File: config.mk
export PLATFORM = sky130hd
export DESIGN_NAME = path_length_accumulator_unit
export DESIGN_NICKNAME = d
export VERILOG_FILES = /design/src/rtl/pla_pkg.sv /design/src/rtl/pla_controller.sv /design/src/rtl/pla_datapath.sv /design/src/rtl/path_length_accumulator_unit.sv
export SDC_FILE = /design/constraint.sdc
export NUM_CORES = 1
export LEC_CHECK = 0
export BUFFER_PORTS_ARGS = -buffer_cell sky130_fd_sc_hd__buf_2
export CAP_MARGIN = 40
export CORE_MARGIN = 2
export CORE_UTILIZATION = 45
export DETAILED_ROUTE_END_ITERATION = 10
export MAX_ROUTING_LAYER = met4
export PLACE_DENSITY = 0.69
export SYNTH_ARGS = -nofsm -noshare
export SYNTH_HDL_FRONTEND = slang
export SYNTH_SLANG_ARGS = --single-unit
File: constraint.sdc
create_clock -name clock -period 10.98 [get_ports clock]
set_input_delay 0 -clock clock [delete_from_list [all_inputs] [get_ports clock]]
set_output_delay 0 -clock clock [all_outputs]
set_load 0.02 [all_outputs]
File: src/rtl/pla_pkg.sv
`timescale 1ns / 1ps

package pla_pkg;

   // Point count field width and its saturation value
   localparam int unsigned COUNT_WIDTH = 16;
   localparam logic [COUNT_WIDTH-1:0] COUNT_MAX = '1;

   // Commands from the controller to the datapath
   typedef struct packed {
      logic load;         // capture the item, form |dx| and |dy|
      logic square_x;     // dx * dx through the shared multiplier
      logic square_y;     // dy * dy through the shared multiplier
      logic sum_squares;  // form the radicand, clear the root unit
      logic root_step;    // one root bit from two radicand bits
      logic publish;      // update total and count, load the output register
   } pla_cmd_type;

   // Status from the datapath to the controller
   typedef struct packed {
      logic have_prev;    // a previous point is held
      logic out_free;     // output register can take an item this cycle
   } pla_status_type;

endpackage

File: src/rtl/pla_controller.sv
`timescale 1ns / 1ps

module pla_controller
   import pla_pkg::*;
#(
   parameter int unsigned COORD_WIDTH = 16
) (
   input  logic           clock,
   input  logic           reset,
   input  logic           req_valid,
   input  logic           req_start_path,
   output logic           req_stall,
   input  pla_status_type status,
   output pla_cmd_type    cmd
);

   // Root digits: one per result bit
   localparam int unsigned ROOT_STEPS = COORD_WIDTH + 1;
   localparam int unsigned STEP_W     = $clog2(ROOT_STEPS);

   typedef enum logic [2:0] {
      ST_IDLE,
      ST_SQX,
      ST_SQY,
      ST_SUM,
      ST_ROOT,
      ST_ACCUM
   } state_type;

   state_type         state_ff, state_in;
   logic [STEP_W-1:0] step_ff, step_in;
   logic              accept;

   // Hold off the sender during reset and while an item is in work
   assign req_stall = reset || (state_ff != ST_IDLE);
   assign accept    = req_valid && !req_stall;

   // Decode commands and next state
   always_comb begin
      state_in = state_ff;
      step_in  = step_ff;
      cmd      = '0;
      unique case (state_ff)
         ST_IDLE: begin
            if (accept) begin
               cmd.load = 1'b1;
               // first point of a path has no segment: skip the root
               if (req_start_path || !status.have_prev) begin
                  state_in = ST_ACCUM;
               end else begin
                  state_in = ST_SQX;
               end
            end
         end
         ST_SQX: begin
            cmd.square_x = 1'b1;
            state_in     = ST_SQY;
         end
         ST_SQY: begin
            cmd.square_y = 1'b1;
            state_in     = ST_SUM;
         end
         ST_SUM: begin
            cmd.sum_squares = 1'b1;
            step_in         = STEP_W'(ROOT_STEPS - 1);
            state_in        = ST_ROOT;
         end
         ST_ROOT: begin
            cmd.root_step = 1'b1;
            if (step_ff == '0) begin
               state_in = ST_ACCUM;
            end else begin
               step_in = step_ff - 1'b1;
            end
         end
         ST_ACCUM: begin
            // hold until the output register has room
            if (status.out_free) begin
               cmd.publish = 1'b1;
               state_in    = ST_IDLE;
            end
         end
         default: begin
            state_in = ST_IDLE;
         end
      endcase
   end

   // Hold state and digit counter
   always_ff @(posedge clock) begin
      if (reset) begin
         state_ff <= ST_IDLE;
         step_ff  <= '0;
      end else begin
         state_ff <= state_in;
         step_ff  <= step_in;
      end
   end

endmodule

File: src/rtl/pla_datapath.sv
`timescale 1ns / 1ps

module pla_datapath
   import pla_pkg::*;
#(
   parameter int unsigned COORD_WIDTH = 16,
   parameter int unsigned TOTAL_WIDTH = 32
) (
   input  logic                          clock,
   input  logic                          reset,
   input  pla_cmd_type                   cmd,
   output pla_status_type                status,
   input  logic signed [COORD_WIDTH-1:0] req_point_x,
   input  logic signed [COORD_WIDTH-1:0] req_point_y,
   input  logic                          req_start_path,
   output logic                          rsp_valid,
   input  logic                          rsp_stall,
   output logic [COORD_WIDTH:0]          rsp_segment_length,
   output logic [TOTAL_WIDTH-1:0]        rsp_total_length,
   output logic [COUNT_WIDTH-1:0]        rsp_points_seen,
   output logic                          rsp_saturated
);

   localparam int unsigned SEG_W  = COORD_WIDTH + 1;
   localparam int unsigned SQ_W   = 2 * COORD_WIDTH;
   localparam int unsigned RAD_W  = 2 * COORD_WIDTH + 2;
   localparam int unsigned REM_W  = COORD_WIDTH + 4;
   localparam int unsigned ACC_W  = ((TOTAL_WIDTH > SEG_W) ? TOTAL_WIDTH : SEG_W) + 1;

   localparam logic [TOTAL_WIDTH-1:0] TOTAL_MAX = '1;

   // Path state
   logic [COORD_WIDTH-1:0] prev_x_ff, prev_y_ff;
   logic                   have_prev_ff;
   logic [TOTAL_WIDTH-1:0] total_ff, total_in;
   logic [COUNT_WIDTH-1:0] count_ff, count_in;
   logic                   zero_seg_ff;

   // Working registers
   logic [COORD_WIDTH-1:0] dx_ff, dx_in, dy_ff, dy_in;
   logic [SQ_W-1:0]        sqx_ff, sqy_ff, product;
   logic [RAD_W-1:0]       rad_ff;
   logic [REM_W-1:0]       rem_ff, rem_in, rem_shift, trial;
   logic [SEG_W-1:0]       root_ff, root_in;

   // Output register
   logic                   rsp_valid_ff;
   logic [SEG_W-1:0]       seg_out_ff;
   logic [TOTAL_WIDTH-1:0] total_out_ff;
   logic [COUNT_WIDTH-1:0] count_out_ff;
   logic                   sat_out_ff;

   logic [SEG_W-1:0]       seg;
   logic [ACC_W-1:0]       acc_sum;

   assign status.have_prev = have_prev_ff;
   assign status.out_free  = !rsp_valid_ff || !rsp_stall;

   // Magnitude of the coordinate differences
   function automatic logic [COORD_WIDTH-1:0] abs_diff(
      input logic [COORD_WIDTH-1:0] a,
      input logic [COORD_WIDTH-1:0] b
   );
      logic [COORD_WIDTH:0] d;
      d = {a[COORD_WIDTH-1], a} - {b[COORD_WIDTH-1], b};
      if (d[COORD_WIDTH]) begin
         d = ~d + 1'b1;
      end
      return d[COORD_WIDTH-1:0];
   endfunction

   assign dx_in = abs_diff(req_point_x, prev_x_ff);
   assign dy_in = abs_diff(req_point_y, prev_y_ff);

   // Shared squarer
   assign product = (cmd.square_y ? dy_ff : dx_ff) * (cmd.square_y ? dy_ff : dx_ff);

   // One digit of the restoring square root
   assign rem_shift = {rem_ff[REM_W-3:0], rad_ff[RAD_W-1 -: 2]};
   assign trial     = {1'b0, root_ff, 2'b01};
   always_comb begin
      if (rem_shift >= trial) begin
         rem_in  = rem_shift - trial;
         root_in = {root_ff[SEG_W-2:0], 1'b1};
      end else begin
         rem_in  = rem_shift;
         root_in = {root_ff[SEG_W-2:0], 1'b0};
      end
   end

   // Accumulate with saturation
   assign seg     = zero_seg_ff ? '0 : root_ff;
   assign acc_sum = ACC_W'(total_ff) + ACC_W'(seg);
   always_comb begin
      if (acc_sum > ACC_W'(TOTAL_MAX)) begin
         total_in = TOTAL_MAX;
      end else begin
         total_in = acc_sum[TOTAL_WIDTH-1:0];
      end
      if (count_ff == COUNT_MAX) begin
         count_in = count_ff;
      end else begin
         count_in = count_ff + 1'b1;
      end
   end

   // Path state: previous point, total, count
   always_ff @(posedge clock) begin
      if (reset) begin
         prev_x_ff    <= '0;
         prev_y_ff    <= '0;
         have_prev_ff <= 1'b0;
         total_ff     <= '0;
         count_ff     <= '0;
      end else if (cmd.load) begin
         prev_x_ff    <= req_point_x;
         prev_y_ff    <= req_point_y;
         have_prev_ff <= 1'b1;
         if (req_start_path) begin
            total_ff <= '0;
            count_ff <= '0;
         end
      end else if (cmd.publish) begin
         total_ff <= total_in;
         count_ff <= count_in;
      end
   end

   // Working registers
   always_ff @(posedge clock) begin
      if (cmd.load) begin
         dx_ff       <= dx_in;
         dy_ff       <= dy_in;
         zero_seg_ff <= req_start_path || !have_prev_ff;
      end
      if (cmd.square_x) begin
         sqx_ff <= product;
      end
      if (cmd.square_y) begin
         sqy_ff <= product;
      end
      if (cmd.sum_squares) begin
         rad_ff  <= RAD_W'(sqx_ff) + RAD_W'(sqy_ff);
         rem_ff  <= '0;
         root_ff <= '0;
      end else if (cmd.root_step) begin
         rad_ff  <= {rad_ff[RAD_W-3:0], 2'b00};
         rem_ff  <= rem_in;
         root_ff <= root_in;
      end
   end

   // Output register: load on publish, drop once taken
   always_ff @(posedge clock) begin
      if (reset) begin
         rsp_valid_ff <= 1'b0;
      end else if (cmd.publish) begin
         rsp_valid_ff <= 1'b1;
      end else if (!rsp_stall) begin
         rsp_valid_ff <= 1'b0;
      end
   end

   always_ff @(posedge clock) begin
      if (cmd.publish) begin
         seg_out_ff   <= seg;
         total_out_ff <= total_in;
         count_out_ff <= count_in;
         sat_out_ff   <= (total_in == TOTAL_MAX) || (count_in == COUNT_MAX);
      end
   end

   assign rsp_valid          = rsp_valid_ff;
   assign rsp_segment_length = seg_out_ff;
   assign rsp_total_length   = total_out_ff;
   assign rsp_points_seen    = count_out_ff;
   assign rsp_saturated      = sat_out_ff;

   // The first point of a path never carries a segment
   a_first_point_zero: assert property (@(posedge clock) disable iff (reset)
      rsp_valid_ff && (count_out_ff == COUNT_WIDTH'(1)) |-> (seg_out_ff == '0))
      else $error("first point of a path with non-zero segment");

   // Saturation flag agrees with the published total and count
   a_sat_flag: assert property (@(posedge clock) disable iff (reset)
      rsp_valid_ff |->
         (sat_out_ff == ((total_out_ff == TOTAL_MAX) || (count_out_ff == COUNT_MAX))))
      else $error("saturation flag inconsistent");

   // Count only grows unless a new path starts
   a_count_monotonic: assert property (@(posedge clock) disable iff (reset)
      !(cmd.load && req_start_path) |=> (count_ff >= $past(count_ff)))
      else $error("point count fell without a path start");

   // Total never falls between path starts
   a_total_monotonic: assert property (@(posedge clock) disable iff (reset)
      !(cmd.load && req_start_path) |=> (total_ff >= $past(total_ff)))
      else $error("running total fell without a path start");

endmodule

File: src/rtl/path_length_accumulator_unit.sv
`timescale 1ns / 1ps
// Path length accumulator: Euclidean length of a path of 2-D points in Q8.8.
//
// Request channel (req_): one point per item, with req_start_path marking the
// first point of a new path. An item is taken at a clock edge where req_valid
// is high and req_stall is low. Response channel (rsp_): one item per point
// with the segment length, the running total, the point count and a
// saturation flag; it is taken where rsp_valid is high and rsp_stall is low.
//
// A point that starts a path (or the first after reset) skips the root and
// goes straight to the publish step; any other point passes two squaring
// steps on the one shared multiplier, the radicand add, COORD_WIDTH + 1
// digit steps of the square root and the publish step. One point is in
// work at a time: the controller takes a new point only in idle, after the
// last one has been published.
// A finished item sits in the output register; the next point is taken
// meanwhile, and only the publish step waits while rsp_stall is high.
//
// Reset clears the previous point, the total, the count and both valid flags
// and holds req_stall high; the block takes items on the first cycle after.

module path_length_accumulator_unit
   import pla_pkg::*;
#(
   parameter int unsigned COORD_WIDTH = 16,
   parameter int unsigned TOTAL_WIDTH = 32
) (
   input  logic                          clock,
   input  logic                          reset,
   input  logic                          req_valid,
   output logic                          req_stall,
   input  logic signed [COORD_WIDTH-1:0] req_point_x,
   input  logic signed [COORD_WIDTH-1:0] req_point_y,
   input  logic                          req_start_path,
   output logic                          rsp_valid,
   input  logic                          rsp_stall,
   output logic [COORD_WIDTH:0]          rsp_segment_length,
   output logic [TOTAL_WIDTH-1:0]        rsp_total_length,
   output logic [COUNT_WIDTH-1:0]        rsp_points_seen,
   output logic                          rsp_saturated
);

   pla_cmd_type    cmd;
   pla_status_type status;

   // Sequence the work on one item
   pla_controller #(
      .COORD_WIDTH (COORD_WIDTH)
   ) u_controller (
      .clock          (clock),
      .reset          (reset),
      .req_valid      (req_valid),
      .req_start_path (req_start_path),
      .req_stall      (req_stall),
      .status         (status),
      .cmd            (cmd)
   );

   // Differences, squares, root, total and output register
   pla_datapath #(
      .COORD_WIDTH (COORD_WIDTH),
      .TOTAL_WIDTH (TOTAL_WIDTH)
   ) u_datapath (
      .clock              (clock),
      .reset              (reset),
      .cmd                (cmd),
      .status             (status),
      .req_point_x        (req_point_x),
      .req_point_y        (req_point_y),
      .req_start_path     (req_start_path),
      .rsp_valid          (rsp_valid),
      .rsp_stall          (rsp_stall),
      .rsp_segment_length (rsp_segment_length),
      .rsp_total_length   (rsp_total_length),
      .rsp_points_seen    (rsp_points_seen),
      .rsp_saturated      (rsp_saturated)
   );

endmodule
== Yosys cells after proc, flatten, opt, wreduce, memory -nomap -nowiden ==
Index checks and enable logic that the tools add are counted.

* Register bits: 322
* Input port bits: 37
* Output and inout bits: 68
* Word-level logic and storage cells: 99

* Add/subtract/negate cells: 9
* Multipliers: 1
* Magnitude comparators: 2
* Eq/ne operators: 14
* Multiplexer cells: 33
* Bitwise logic cells: 2
* Reduce and logical (&&, ||, !) cells: 18

{| class="wikitable"
|+ Operators by type and width
! operator !! count
|-
| 32-bit two-way mux || 4
|-
| 16-bit two-way mux || 7
|-
| 34-bit two-way mux || 2
|-
| 16-bit by 1-bit adder with 16-bit output (second input constant) || 3
|-
| 16-bit by 16-bit subtractor with 17-bit output || 2
|-
| 32-bit by 17-bit adder with 33-bit output || 1
|-
| 32-bit by 32-bit adder with 33-bit output || 1
|-
| 33-bit by 32-bit greater-than comparator with 1-bit output (second input constant) || 1
|-
| 16-bit equality test (second input constant) || 2
|-
| 32-bit equality test (second input constant) || 1
|-
| 32-bit by 32-bit multiplier with 32-bit output || 1
|-
| 16-bit inverter || 2
|-
| 20-bit by 19-bit >= comparator with 1-bit output || 1
|-
| 18-bit two-way mux || 1
|-
| 3-bit case mux with 6 select lines || 1
|-
| 18-bit subtractor || 1
|-
| 17-bit two-way mux || 1
|-
| 3-bit two-way mux || 4
|-
| 1-bit two-way mux || 11
|-
| 5-bit case mux with 2 select lines || 1
|-
| 3-bit by 2-bit equality test with 1-bit output (second input constant) || 2
|-
| 3-bit equality test (second input constant) || 2
|-
| 2-bit by 1-bit != test with 1-bit output (second input constant) || 3
|-
| 2-bit != test (second input constant) || 3
|-
| other kinds (12) || 21
|}

== Longest topological paths before layout ==
* Depth in word-level cells: 8
* Gate-level depth with buffers: 31
* Depth with buffers taken out: 29

== Hierarchy ==
Synthesis repeated with hierarchy kept, for this count alone.

* Cell total of the unflattened synthesis: 2500
* Area, all modules: 24459.7 µm²

{| class="wikitable"
|+ Modules (own cells, without submodules)
! module !! instances !! cells an instance !! area each (µm²)
|-
| pla_datapath || 1 || 2443 || 23979.2
|-
| pla_controller || 1 || 57 || 480.5
|}

== Least setup slack after synthesis ==
Ideal clock, no wire load.

* Path type: flip-flop to flip-flop
* Start point: reg u_controller.state_ff[1]
* End point: reg u_datapath.sqx_ff[30] (data pin)
* Setup time: 269 ps
* Data arrival time: 8230 ps
* Path slack: 2481 ps
* Stages on the path, launching flop included: 27
* Path buffers: 2
* Period minus slack after synthesis: 8499 ps
* Cell sequence: dfxtp_1 > clkbuf_1 > nor3b_1 > clkbuf_1 > mux2i_1 > clkinv_1 > nand2_1 > fa_1 > fa_1 > inv_1 > fa_1 > fa_1 > fa_1 > inv_1 > fa_1 > inv_1 > ha_1 > a21o_1 > a21o_1 > a21oi_1 > o32a_1 > nand4_1 > a31o_2 > a21bo_2 > a21oi_1 > a22oi_1 > xor2_1

* Word-level cells in the longest chain between the ends: 4

{| class="wikitable"
|+ Ends and longest elaborated chain
! item !! RTL line !! RTL
|-
| from (decl) || pla_controller.sv:30 || <nowiki>state_type state_ff, state_in;</nowiki>
|-
| from (signal assigned) || pla_controller.sv:95 || <nowiki>state_ff <= state_in;</nowiki>
|-
| 3-bit by 2-bit equality test with 1-bit output || pla_controller.sv:43 || <nowiki>unique case (state_ff)</nowiki>
|-
| 1-bit two-way mux || pla_controller.sv:43 ||
|-
| 16-bit two-way mux || pla_datapath.sv:76 || <nowiki>assign product = (cmd.square_y ? dy_ff : dx_ff) * (cmd.square_y ? dy_ff : dx_ff);</nowiki>
|-
| 32-bit by 32-bit multiplier with 32-bit output || pla_datapath.sv:76 ||
|-
| net u_datapath.product[30] || pla_datapath.sv:41 || <nowiki>logic [SQ_W-1:0] sqx_ff, sqy_ff, product;</nowiki>
|-
| to (signal assigned) || pla_datapath.sv:137 || <nowiki>sqx_ff <= product;</nowiki>
|-
| to (decl) || pla_datapath.sv:41 ||
|}

The timed path passes the listed nets, and every way through them passes these cells.
A chain may end at the register's enable or synchronous reset.

== Worst setup path after layout ==
* Start point: reg u_controller.state_ff[1]
* End point: reg u_datapath.sqy_ff[30] (data pin)

* Word-level cells in the longest chain between the ends: 4

{| class="wikitable"
|+ Ends and longest elaborated chain
! item !! RTL line !! RTL
|-
| 3-bit by 2-bit equality test with 1-bit output || pla_controller.sv:43 ||
|-
| 1-bit two-way mux || pla_controller.sv:43 ||
|-
| 16-bit two-way mux || pla_datapath.sv:76 ||
|-
| 32-bit by 32-bit multiplier with 32-bit output || pla_datapath.sv:76 ||
|-
| net u_datapath.product[30] || pla_datapath.sv:41 ||
|-
| to (signal assigned) || pla_datapath.sv:140 || <nowiki>sqy_ff <= product;</nowiki>
|-
| to (decl) || pla_datapath.sv:41 ||
|}

The timed path passes the listed nets, and every way through them passes these cells.

==> results.md <==
* Worst-path fanout max at 50
* Mapped Cells at 2,426
* Fin cells at 3,259
* Drt initial violations at 1,142
* First-pass GRT wire length at 86,430 um
* Crit path DAT at 9.13 ns
* GRT Max-Usage Layer: met2
* Post-DRT Antenna Nets at 0
* Max-Cap Viols at 0
* CTS Buf Count at 34
* Clk sinks at 320
* H-tree depth at 2
* CTS tree: built
* Commonest cells after routing, fill and taps aside: 324 x inv_1, 254 x nand2_1, 231 x nor2_1, 203 x ha_1, 195 x edfxtp_1
* Critical path class: reg -> reg
* Crit share post-route at 80.65%
* Core area at 51,410 um2
* Period minus WS final at 8.856 ns
* RSZ-0062 raised after global routing: false
* GR Overflow Total at 0
* Vias in the first global route at 17,090
* Routed wire length per instance at 16.18 um
* HP Class: in -> reg
* Synth unique cells at 73
* Starting Density at 45.59%
* DR vias at 17,240
* Slew @ Worst Pin at 0.8763 ns
* Grt met1 use at 26.14%
* Synthesis Warnings at 0
* Final net count at 2,959
* Fillers at 4,662
* Clk_lat worst skew at 0.56 ns
* Post-synth EDFFs at 195
* # IOs at 105
* DIE HEIGHT at 232.2 um
* Final Skew at 0.02094 ns
* Startpoint Class: register
* Cell row count at 83
* Sequential cell area fraction in the yosys report at 35.66%
* Share of layout cells above drive strength 1 at 8.301%
* Grt met3 use at 2.812%
* Status: complete, no violations
* Slew headroom at 39.91%
* Setup TNS at 0 ns
* Gr usage total at 20.48%
* Initial antenna violation count at 1
* Average instance area after synthesis at 9.661 um2
* Final setup violation count at 0
* CP Capture Type: register
* Port bufs at 104
* Largest net degree at the start of global routing at 91
* Die span in x at 232.2 um
* CP required at 11.26 ns
* Pre-antenna DRT Iters at 5
* Area Overhead vs Synth at 12.16%
* Number of synthesized register bits at 320
* Asr flop ratio synth at 0%
* Clk root buf: clkbuf_16
* Synthesized cell area at 23,440 um2
* DRT Wirelength at 52,730 um
* Post-route DRC at 0
* Most common cell after layout, fill and taps aside: inv_1
* Worst-path clk slew at 0.06 ns
* Syn Nets at 2,833
* Met2 GRT Util at 33.92%
* Hold Fails Final Rpt at 0
* HPWL after DPL at 40,880 um
* Gpl congestion at 0.9422
* Max Freq at 112.9 MHz
* Core Util, Final at 51.14%
* Prevailing post-synth register cell: edfxtp_1
* Slew Limit Fails at 0
* Cells after DPL at 3,160
* DR vias/cell at 5.290
* Die area at 53,920 um2
* Clk buf depth at 3
## metal layers
layer,vias to the layer above,wire [um]
met5,-,0
met4,0,1430
met3,84,2201
met2,371,25100
met1,8288,24000
li1,8496,-
## synthesized netlist by cell type (37+ instances only)
cell | number | area (um2)
a22oi_1 | 45 | 337.8
fa_1 | 167 | 3343
inv_1 | 325 | 1220
nand2_1 | 254 | 953.4
xor2_1 | 47 | 411.6
o21ai_0 | 98 | 490.5
edfxtp_1 | 195 | 5856
nor3_1 | 37 | 185.2
xnor2_1 | 110 | 963.4
ha_1 | 203 | 2540
nor2_1 | 231 | 867.1
a21oi_1 | 108 | 540.5
clkbuf_1 | 66 | 247.7
dfxtp_1 | 125 | 2502
o31ai_1 | 45 | 337.8
## logic make-up (layout without fill, tap and decap cells)
group                      after synthesis  count (layout)  share of synthesized area [%]
and+or+nand+nor                        693             693                          13.16
other                                    0               1                              0
xor gates and xnor gates               157             157                          5.867
muxes                                   27              27                          1.206
buffers and inverters                  403             555                          6.470
DFF                                    320             320                          35.66
AOI/OAI and AO/OA                      456             456                          12.53
adders and majority gates              370             370                          25.10
## worst max-delay path, stage by stage (launching register included)
cell and delay, ns:
dfxtp_1 0.52, nor3b_2 0.22, buf_4 0.60, mux2i_1 0.72
clkinv_1 0.62, nand2_1 0.25, fa_1 0.50, fa_1 0.57
inv_1 0.06, fa_1 0.53, fa_1 0.44, fa_1 0.54
inv_1 0.06, fa_1 0.53, inv_1 0.04, ha_1 0.36
a21o_1 0.20, a21o_1 0.17, a21oi_1 0.17, o32a_1 0.27
nand4_1 0.14, a31o_2 0.28, a21bo_2 0.21, a21oi_1 0.24
a22oi_1 0.15, xor2_1 0.17
## timing repair
action / CTS / global route
hold buffers: 36 / 0
setup buffers: 0 / 0
resized for setup: 0 / 0
hold endpoints to repair: 84 / 0
## through the flow
stage / worst slack (ns) / area, um2 / hold WS (ns)
3_3_place_gp: 2.334 / 24690 / 0.2166
4_1_cts: 2.126 / 26280 / 0.1761
5_1_grt: 1.553 / 26290 / 0.2135
2_1_floorplan: 2.481 / 23440 / 0.1085
6_report: 2.124 / 26290 / 0.2052
3_5_place_dp: 2.149 / 24780 / 0.2213
## flip-flops by register name, indices dropped and copies added (netlist names), 16 cells and up
| register | flops |
|---|---|
| u_datapath.root_ff | 17 |
| u_datapath.rsp_points_seen | 16 |
| u_datapath.count_ff | 16 |
| u_datapath.dx_ff | 16 |
| u_datapath.prev_y_ff | 16 |
| u_datapath.rsp_total_length | 32 |
| u_datapath.total_ff | 32 |
| u_datapath.rem_ff | 18 |
| u_datapath.dy_ff | 16 |
| u_datapath.rsp_segment_length | 17 |
| u_datapath.sqy_ff | 31 |
| u_datapath.rad_ff | 34 |
| u_datapath.prev_x_ff | 16 |
| u_datapath.sqx_ff | 31 |
## final timing paths
| kind | startpoint | end | slack [ns] | depth (start not counted) |
|---|---|---|---|---|
| worst min-delay path | req_point_y[5] | u_datapath.prev_y_ff[5] | 0.21 | 4 |
| worst min register to register | u_datapath.total_ff[15] | u_datapath.total_ff[15] | 0.47 | 2 |
| worst max-delay path | u_controller.state_ff[1] | u_datapath.sqy_ff[30] | 2.12 | 25 |
| worst max register to register | u_controller.state_ff[1] | u_datapath.sqy_ff[30] | 2.12 | 25 |
## final cells by class
class	count	area [um2]	share of cell area, %
clock inverters	11	126.4	0.4807
clock buffers	51	1017	3.870
inverters	333	1254	4.769
flip-flops and latches	320	8358	31.80
diodes	1	2.502	0.009520
repair buffers	160	1081	4.113
well taps	680	850.8	3.237
multi-input cells	1703	13600	51.73
Power is left out: the tool's default activity adds up to more than one toggle a clock period on the data nets, which glitch-free logic cannot reach.
